===== config.mk =====
export PLATFORM = sky130hd
export DESIGN_NAME = bcp_rebase
export DESIGN_NICKNAME = d
export VERILOG_FILES = /design/src/hdl/bcp_pkg.sv /design/src/hdl/bcp_rebase.sv
export SDC_FILE = /design/constraint.sdc
export NUM_CORES = 1
export LEC_CHECK = 0
export ABC_AREA = 0
export BUFFER_PORTS_ARGS = -buffer_cell sky130_fd_sc_hd__clkbuf_2
export CAP_MARGIN = 10
export CORE_UTILIZATION = 50
export CTS_CLUSTER_SIZE = 8
export DETAILED_ROUTE_END_ITERATION = 8
export GPL_TIMING_DRIVEN = 0
export HOLD_SLACK_MARGIN = 0.08
export PLACE_DENSITY = 0.85
export SKIP_CTS_REPAIR_TIMING = 1
export SLEW_MARGIN = 25
export SYNTH_ARGS = -nofsm -noshare
export SYNTH_HDL_FRONTEND = slang
export SYNTH_SLANG_ARGS = --single-unit

===== constraint.sdc =====
create_clock -name clock -period 6.8 [get_ports clock]
set_input_delay 1.36 -clock clock [delete_from_list [all_inputs] [get_ports clock]]
set_output_delay 1.36 -clock clock [all_outputs]
set_load 0.02 [all_outputs]

===== src/hdl/bcp_pkg.sv =====
// Branch coverage profiler package: field widths, default sizes,
// configuration register indexes and item operation codes. No dependencies.
package bcp_pkg;

   localparam int TABLE_DEPTH_DEFAULT     = 128 * 1024;
   localparam int MAX_INSTR_BYTES_DEFAULT = 16;

   localparam int ADDR_W  = 32;
   localparam int INDEX_W = 17;
   localparam int LEN_W   = 5;
   localparam int COUNT_W = 32;
   localparam int RUN_W   = 48;
   localparam int CSR_W   = 32;
   localparam int CSR_IDX_W = 2;

   typedef logic [CSR_IDX_W-1:0] csr_index_type;

   localparam csr_index_type CSR_WINDOW_BASE  = 2'd0;
   localparam csr_index_type CSR_WINDOW_START = 2'd1;
   localparam csr_index_type CSR_WINDOW_END   = 2'd2;

   typedef enum logic {
      OP_RECORD = 1'b0,
      OP_QUERY  = 1'b1
   } op_type;

endpackage


===== src/hdl/bcp_rebase.sv =====
// Two-stage address rebase: window check and offset, then base add and
// table bound check. Depends on bcp_pkg for address and index widths.
module bcp_rebase #(
   parameter int TABLE_DEPTH = bcp_pkg::TABLE_DEPTH_DEFAULT,
   parameter int IDX_W       = $clog2(TABLE_DEPTH)
) (
   input  logic                        clock,
   input  logic [bcp_pkg::ADDR_W-1:0]  addr,
   input  logic [bcp_pkg::ADDR_W-1:0]  win_start,
   input  logic [bcp_pkg::ADDR_W-1:0]  win_end,
   input  logic [bcp_pkg::INDEX_W-1:0] win_base,
   output logic                        hit,
   output logic [IDX_W-1:0]            index
);
   import bcp_pkg::*;

   logic              in_win_ff, in_win_in;
   logic [ADDR_W-1:0] diff_ff, diff_in;
   logic [ADDR_W:0]   sum;
   logic              hit_ff, hit_in;
   logic [IDX_W-1:0]  index_ff, index_in;

   always_comb begin
      in_win_in = (addr >= win_start) && (addr < win_end);
      diff_in   = addr - win_start;
      sum       = {1'b0, diff_ff} + (ADDR_W + 1)'(win_base);
      hit_in    = in_win_ff && (sum < (ADDR_W + 1)'(TABLE_DEPTH));
      index_in  = sum[IDX_W-1:0];
   end

   always_ff @(posedge clock) begin
      in_win_ff <= in_win_in;
      diff_ff   <= diff_in;
      hit_ff    <= hit_in;
      index_ff  <= index_in;
   end

   assign hit   = hit_ff;
   assign index = index_ff;

endmodule


==> impl_metrics.yaml, run 1 <==
run_status:
  outcome: "completed"
global_route:
  grt_first_pass_wirelength_mm: 20.1
  grt_pass1_vias: 4583
  grt_antenna_before_repair: 0
  grt.overflow.total: 0
  grt_use_total: 0.235
  grt_max_degree: 16
worst_setup_path:
  setup.worst_path.end_class: "register"
  r2r_cells: 9
  worstPathArrival_ns: 3.84
  critPathMaxFanout: 5
  crit_required_ns: 7.00
  slowest_stage_cell_crit_path: "a2111oi_2"
  regToRegStartpoint: "diff_ff[4]$_DFF_P_"
  timing_worst_setup_path_type: "input port to register"
  critical_path.max_stage_delay_ns: 0.52
  cp_cell_sequence: "clkbuf_2 > ha_1 > a2111oi_2 > o21ai_2 > a21oi_4 > o21ai_1 > mux2i_1 > a311oi_1 > nand3b_1 > nor4_1"
  type_of_element_launching_the_critical_path: "input port"
  timing.critical_path.from: "win_base[4]"
layout:
  post_route_cells_drive_above_1_share: 0.205
  final.fill_count: 911
  num-nets-final: 969
  n_antenna_cell: 0
  final_cell_mix: "131 x clkbuf_2, 80 x ha_1, 79 x inv_1"
  finalCoreUtilization: 0.607
  multi_input_area_sq_um: 3650
  seqCellArea_sq_um: 1020
  final_common_cell: "clkbuf_2"
  syn_to_final_growth_pct: 18.0
logic_synthesis:
  synth.top_cells.by_area: "dfxtp_1 20%, ha_1 20%, inv_1 5.9%"
  synth_ff_type: "dfxtp_1"
  synth_fa_ha_area_frac: 0.207
  part_of_the_yosys_area_used_for_sequential_elements: 0.203
  post_synthesis_cell_count: 635
  syn-num-nets: 831
  synth-compound-area-share: 0.261
  main_combinational_cell_family_by_area_after_synthesis: "compound AO/OA/AOI/OAI gates"
  ys_ff_latch: 51
  asyncSetResetFlopFracSynth: 0
  synth_enable_flop_cells: 0
  synth-xor-area-share: 0.0662
  yosysWarningCount: 0
  synth_unique_cells: 65
  synthesis.area_per_instance_sq_um: 7.92
  synth-simple-area-share: 0.178
  yosysTopAreaCellShare: 0.203
  synth_area_sq_um: 5030
  synthMuxAreaShare: 0.0144
  synth_top_cell_by_area: "dfxtp_1"
sta:
  report.final.setup_viol: 0
  hold_slack_ns: 0.452
  grt_setup_unrepaired: "no"
  worst-slew-pin-transition_ns: 0.736
  min_cycle_time_layout_ns: 3.64
  postLayoutSetupSlackWorst_ns: 3.16
  fin_crit_sh: 0.536
  fin_tns_setup_ns: 0
  hold_viol: 0
  slew_headroom: 0.496
  report.final.slew_viol_count: 0
  fmaxAchievable_mhz: 274
  finalClockSkew_ns: 0.00970
floorplan:
  floorplan.io_pins: 132
  die_height_microns: 102
  die-width_microns: 102
  initial_utilization: 0.515
  core_sq_um: 9770
  die-area_sq_um: 10500
  rows: 36
power_and_ir_drop:
  cellLeakagePower_nw: 3.15
  pwr_density_cell_nw_per_um2: 215
  vdd.ir_drop.worst_uv: 128
clock_tree:
  clk_pin_slew_ns: 0.09
  cts_htree_levels: 2
  tritoncts: "done"
  clock_tree.buffer_depth: 2
  cts-root-buf: "clkbuf_8"
  skew_pair_late_insertion_delay_ns: 0.30
  cts_buffers: 5
  cts.sinks: 51
placed_design:
  portBuffers: 131
  place_hpwl_mm: 9.98
  routabilityCongestion: 0.907
  place_ws_ns: 2.94
job:
  max-cap-violations: 0
min_path:
  worst_hold_path_type: "register to register"
  hold_path.startpoint: "diff_ff[0]$_DFF_P_"
  worst_hold_path.num_cells: 1
detailed_routing:
  drc_errors: 0
  routed_wl_mm: 12.0
  via_per_inst: 5.56
  drt_first_pass_iters: 5
  detailedRoute.firstIterationViolations: 333
  route.antenna.remaining_nets: 0
  route.vias.total: 5044
  detail_route.wl_per_cell_microns: 13.2
Yosys cell counts, drive strengths merged, types with 14 or more instances:
library cell and number:
nand4 15, nand2 35, nor3 19, nor2 42, a21o 35, nand3 14
inv 79, xnor2 23, o21ai 31, a21oi 42, dfxtp 51, ha 80
xor2 15
stage by stage:
step / power, mW / instances / cell area [sq um]
floorplan: 0.924 / 635 / 5030
global placement: 1.09 / 899 / 5850
global route: 1.38 / 907 / 5940
finish: 1.28 / 907 / 5940
CTS: 1.27 / 907 / 5940
detailed placement: 1.11 / 899 / 5850
path summary, 6_finish.rpt:
| check | end | slack [ns] |
|---|---|---|
| hold reg to reg | index[0]$_DFF_P_ | 0.45 |
| setup / recovery | hit$_DFF_P_ | 3.16 |
| setup reg to reg | hit$_DFF_P_ | 4.01 |
| hold / removal | index[0]$_DFF_P_ | 0.45 |
layout make-up:
| class | count | share of cell area |
|---|---|---|
| multi-input cells | 491 | 0.615 |
| flip-flops and latches | 51 | 0.172 |
| repair buffers | 131 | 0.110 |
| inverters | 79 | 0.0499 |
| well taps | 133 | 0.0280 |
| clock buffers | 6 | 0.0122 |
| plain buffers | 14 | 0.00991 |
| clock inverters | 2 | 0.00211 |
critical path: cells and delay by family:
| kind | cells | cell delay, ns |
|---|---|---|
| and+or+nand+nor | 2 | 0.42 |
| AOI/OAI and AO/OA | 5 | 1.46 |
| adders and majority gates | 1 | 0.37 |
| buffers and inverters | 1 | 0.08 |
| muxes | 1 | 0.15 |
power breakdown:
| part | switching [mW] | internal (mW) | total, mW |
|---|---|---|---|
| logic | 0.399 | 0.285 | 0.684 |
| registers | 0.0370 | 0.390 | 0.427 |
| clock network | 0.0939 | 0.0720 | 0.166 |
per-layer routing:
| layer | global-route usage | share of wire |
|---|---|---|
| met1 | 0.313 | 0.47 |
| met2 | 0.403 | 0.47 |
| met3 | 0.0212 | 0.056 |
| met4 | 0.0681 | 0.012 |
| met5 | 0 | 0 |
sequential cells by signal, indices dropped and copies added, names as in the netlist:
name,count
diff_ff,32
index,17
hit,1
in_win_ff,1
logic make-up after synthesis:
| group | after synthesis |
|---|---|
| flip-flops | 51 |
| AO/OA/AOI/OAI | 188 |
| multiplexers | 7 |
| AND/OR/NAND/NOR | 176 |
| XOR/XNOR | 38 |
| buffers and inverters | 93 |
| adder cells (fa/ha/maj) | 82 |
Note: power is estimated with default switching activity, not from simulation.
==> run 2, diff against run 1 <==
--- a/config.mk
+++ b/config.mk
@@ -5,7 +5,7 @@
 export SDC_FILE = /design/constraint.sdc
 export NUM_CORES = 1
 export LEC_CHECK = 0
-export ABC_AREA = 0
+export ABC_AREA = 1
 export BUFFER_PORTS_ARGS = -buffer_cell sky130_fd_sc_hd__clkbuf_2
 export CAP_MARGIN = 10
 export CORE_UTILIZATION = 50
@@ -13,7 +13,7 @@
 export DETAILED_ROUTE_END_ITERATION = 8
 export GPL_TIMING_DRIVEN = 0
 export HOLD_SLACK_MARGIN = 0.08
-export PLACE_DENSITY = 0.85
+export PLACE_DENSITY = 0.84
 export SKIP_CTS_REPAIR_TIMING = 1
 export SLEW_MARGIN = 25
 export SYNTH_ARGS = -nofsm -noshare
==> constraint.sdc (replaced) <==
create_clock -name clock -period 3.6 [get_ports clock]
set_input_delay 0.72 -clock clock [delete_from_list [all_inputs] [get_ports clock]]
set_output_delay 0.72 -clock clock [all_outputs]
set_load 0.02 [all_outputs]
==> run 2 against run 1 <==
  * Sequential share of layout area down 1.8 points
  * Design area up 12%
  * Synthesized area up 12%
  * Power up 110%
  * Routed wire length up 15%
  * Largest power group unchanged
  * Largest cell class unchanged
  * Die area up 12%
  * Hold slack worse by 0.0033 ns
==> impl_metrics.yaml, run 2 <==
min_path:
  worst_hold_path_type: "register to register"
  worst_hold_path.num_cells: 1
  hold_path.startpoint: "diff_ff[0]$_DFF_P_"
  hold_path_end: "index[0]$_DFF_P_"
logic_synthesis:
  part_of_the_yosys_area_used_for_sequential_elements: 0.181
  syn-num-nets: 1077
  synth.most_common_cell: "nand2_1"
  yosysTopAreaCellShare: 0.181
  synth.top_cells.by_area: "dfxtp_1 18%, ha_1 18%, nand2_1 15%"
  post_synthesis_cell_count: 881
  synth_top_cell_by_area: "dfxtp_1"
  synth_area_sq_um: 5650
  synth_unique_cells: 40
  yosysWarningCount: 0
  synth_enable_flop_cells: 0
  asyncSetResetFlopFracSynth: 0
  synth_ff_type: "dfxtp_1"
  synthesis.area_per_instance_sq_um: 6.41
  synth_commonest_cells: "230 x nand2_1, 174 x inv_1, 80 x ha_1"
  ys_ff_latch: 51
worst_setup_path:
  timing.rr.end: "hit$_DFF_P_"
  register_to_register_setup_slack_ns: 1.40
  regToRegStartpoint: "diff_ff[0]$_DFF_P_"
  setup.worst_path.end_class: "register"
  crit_required_ns: 3.79
  critPathMaxFanout: 4
  timing_worst_setup_path_type: "input port to register"
  r2r_cells: 15
  worstPathArrival_ns: 2.64
  type_of_element_launching_the_critical_path: "input port"
sta:
  min_cycle_time_layout_ns: 2.45
  worst-slew-pin-transition_ns: 0.386
  hold_viol: 0
  report.final.slew_viol_count: 0
  fin_tns_setup_ns: 0
  slew_headroom: 0.740
  grt_setup_unrepaired: "no"
  fmaxAchievable_mhz: 408
  hold_slack_ns: 0.449
  fin_crit_sh: 0.681
  finalClockSkew_ns: 0.00147
  report.final.setup_viol: 0
power_and_ir_drop:
  cellLeakagePower_nw: 3.83
  pwr_density_cell_nw_per_um2: 414
  vdd.ir_drop.worst_uv: 353
  totalPowerFinal_mw: 2.74
clock_tree:
  clk_pin_slew_ns: 0.06
  tritoncts: "done"
  cts.sinks: 51
  clock_tree.buffer_depth: 2
  cts-root-buf: "clkbuf_16"
  cts_htree_levels: 2
  skew_pair_late_insertion_delay_ns: 0.29
  cts_buffers: 5
placed_design:
  portBuffers: 131
  routabilityCongestion: 0.926
  place_hpwl_mm: 12.1
detailed_routing:
  detail_route.wl_per_cell_microns: 11.9
  drt_first_pass_iters: 5
  via_per_inst: 5.10
  route.antenna.remaining_nets: 0
  routed_wl_mm: 13.8
  route.vias.total: 5911
  drc_errors: 0
  detailedRoute.firstIterationViolations: 261
floorplan:
  core_sq_um: 10900
  die-width_microns: 108
  die-area_sq_um: 11700
  floorplan.io_pins: 132
  die_height_microns: 108
  initial_utilization: 0.516
  rows: 38
global_route:
  grt_use_total: 0.243
  grt_max_degree: 15
  met1_usage: 0.298
  globalRouteMet3Util: 0.0247
  globalRoute.busiestLayer: "met2"
  grtUsageMet2: 0.437
  grt_first_pass_wirelength_mm: 23.1
  grt_antenna_before_repair: 0
  grt_pass1_vias: 5510
  grt.overflow.total: 0
layout:
  largest_register: "diff_ff"
  syn_to_final_growth_pct: 17.5
  largest_register_ff_count: 32
  post_route_cells_drive_above_1_share: 0.186
  multi_input_area_sq_um: 3960
  seqCellArea_sq_um: 1020
  n_antenna_cell: 0
  final.fill_count: 1065
  num-nets-final: 1215
  final_cell_mix: "230 x nand2_1, 174 x inv_1, 131 x clkbuf_2"
  final_common_cell: "nand2_1"
run_status:
  outcome: "completed"
job:
  max-cap-violations: 0
## run 2: cell count changes in the layout (fill, tap and decap cells not counted), sizes merged, moves of 9 or more
cell / previous run / this run
a211oi: 11 / 0
a21o: 35 / 7
a21oi: 42 / 56
and3: 11 / 0
clkbuf: 146 / 137
inv: 79 / 178
nand2: 35 / 249
nand3: 14 / 43
nor2: 42 / 83
nor3: 19 / 9
xnor2: 23 / 9
xor2: 15 / 35
## run 2: how the worst max path moves through the flow
stage,from,to,slack [ns],cells past startpoint
5_1_grt,win_base[0],hit$_DFF_P_,0.97,16
3_3_place_gp,addr[0],in_win_ff$_DFF_P_,0.88,13
4_1_cts,addr[0],in_win_ff$_DFF_P_,1.18,13
6_report,addr[0],in_win_ff$_DFF_P_,1.15,13
2_1_floorplan,addr[0],diff_ff[28]$_DFF_P_,1.23,11
3_5_place_dp,addr[0],in_win_ff$_DFF_P_,0.87,13
## run 2: area by class of cell
type	count	share of cell area
multi-input cells	652	0.596
well taps	140	0.0264
inverters	178	0.101
repair buffers	131	0.0988
flip-flops and latches	51	0.154
clock inverters	1	0.00452
clock buffers	6	0.0194
## run 2: cell families (layout without fill, tap and decap cells)
| logic type | after synthesis | count (layout) | synth area share |
|---|---|---|---|
| compound gates | 113 | 113 | 0.120 |
| xor+xnor | 44 | 44 | 0.0682 |
| fa+ha+maj | 82 | 82 | 0.184 |
| buf+inv | 178 | 316 | 0.118 |
| flops | 51 | 51 | 0.181 |
| simple gates | 413 | 413 | 0.328 |
## run 2: report_power, final
| part | switching, mW | internal [mW] |
|---|---|---|
| Clock | 0.193 | 0.324 |
| Sequential | 0.0873 | 0.743 |
| Combinational | 0.888 | 0.510 |
## run 2: metrics by stage
| stage | cell area (sq um) | setup slack (ns) | util | std cells |
|---|---|---|---|---|
| finish | 6640 | 1.15 | 0.607 | 1159 |
| global route | 6640 | 0.968 | 0.607 | 1159 |
| CTS | 6640 | 1.18 | 0.607 | 1159 |
| detailed placement | 6480 | 0.875 | 0.592 | 1152 |
| global placement | 6480 | 0.877 | 0.592 | 1152 |
| floorplan | 5650 | 1.23 | - | 881 |
## run 2: routing by layer
| layer | vias up | part of all wire |
|---|---|---|
| met4 | 0 | 0.030 |
| met1 | 2599 | 0.45 |
| li1 | 3082 | - |
| met2 | 196 | 0.47 |
| met5 | - | 0 |
| met3 | 34 | 0.055 |
## run 2: critical path, stage by stage
cell and delay [ns]:
clkbuf_2 0.07, inv_1 0.04, ha_1 0.23, fa_1 0.42, o21ai_2 0.23, nand2_1 0.07
nand3_1 0.13, nand2_1 0.07, nand3_1 0.20, nand2_1 0.07, nand3_1 0.10, nand2_1 0.05
a31oi_1 0.22
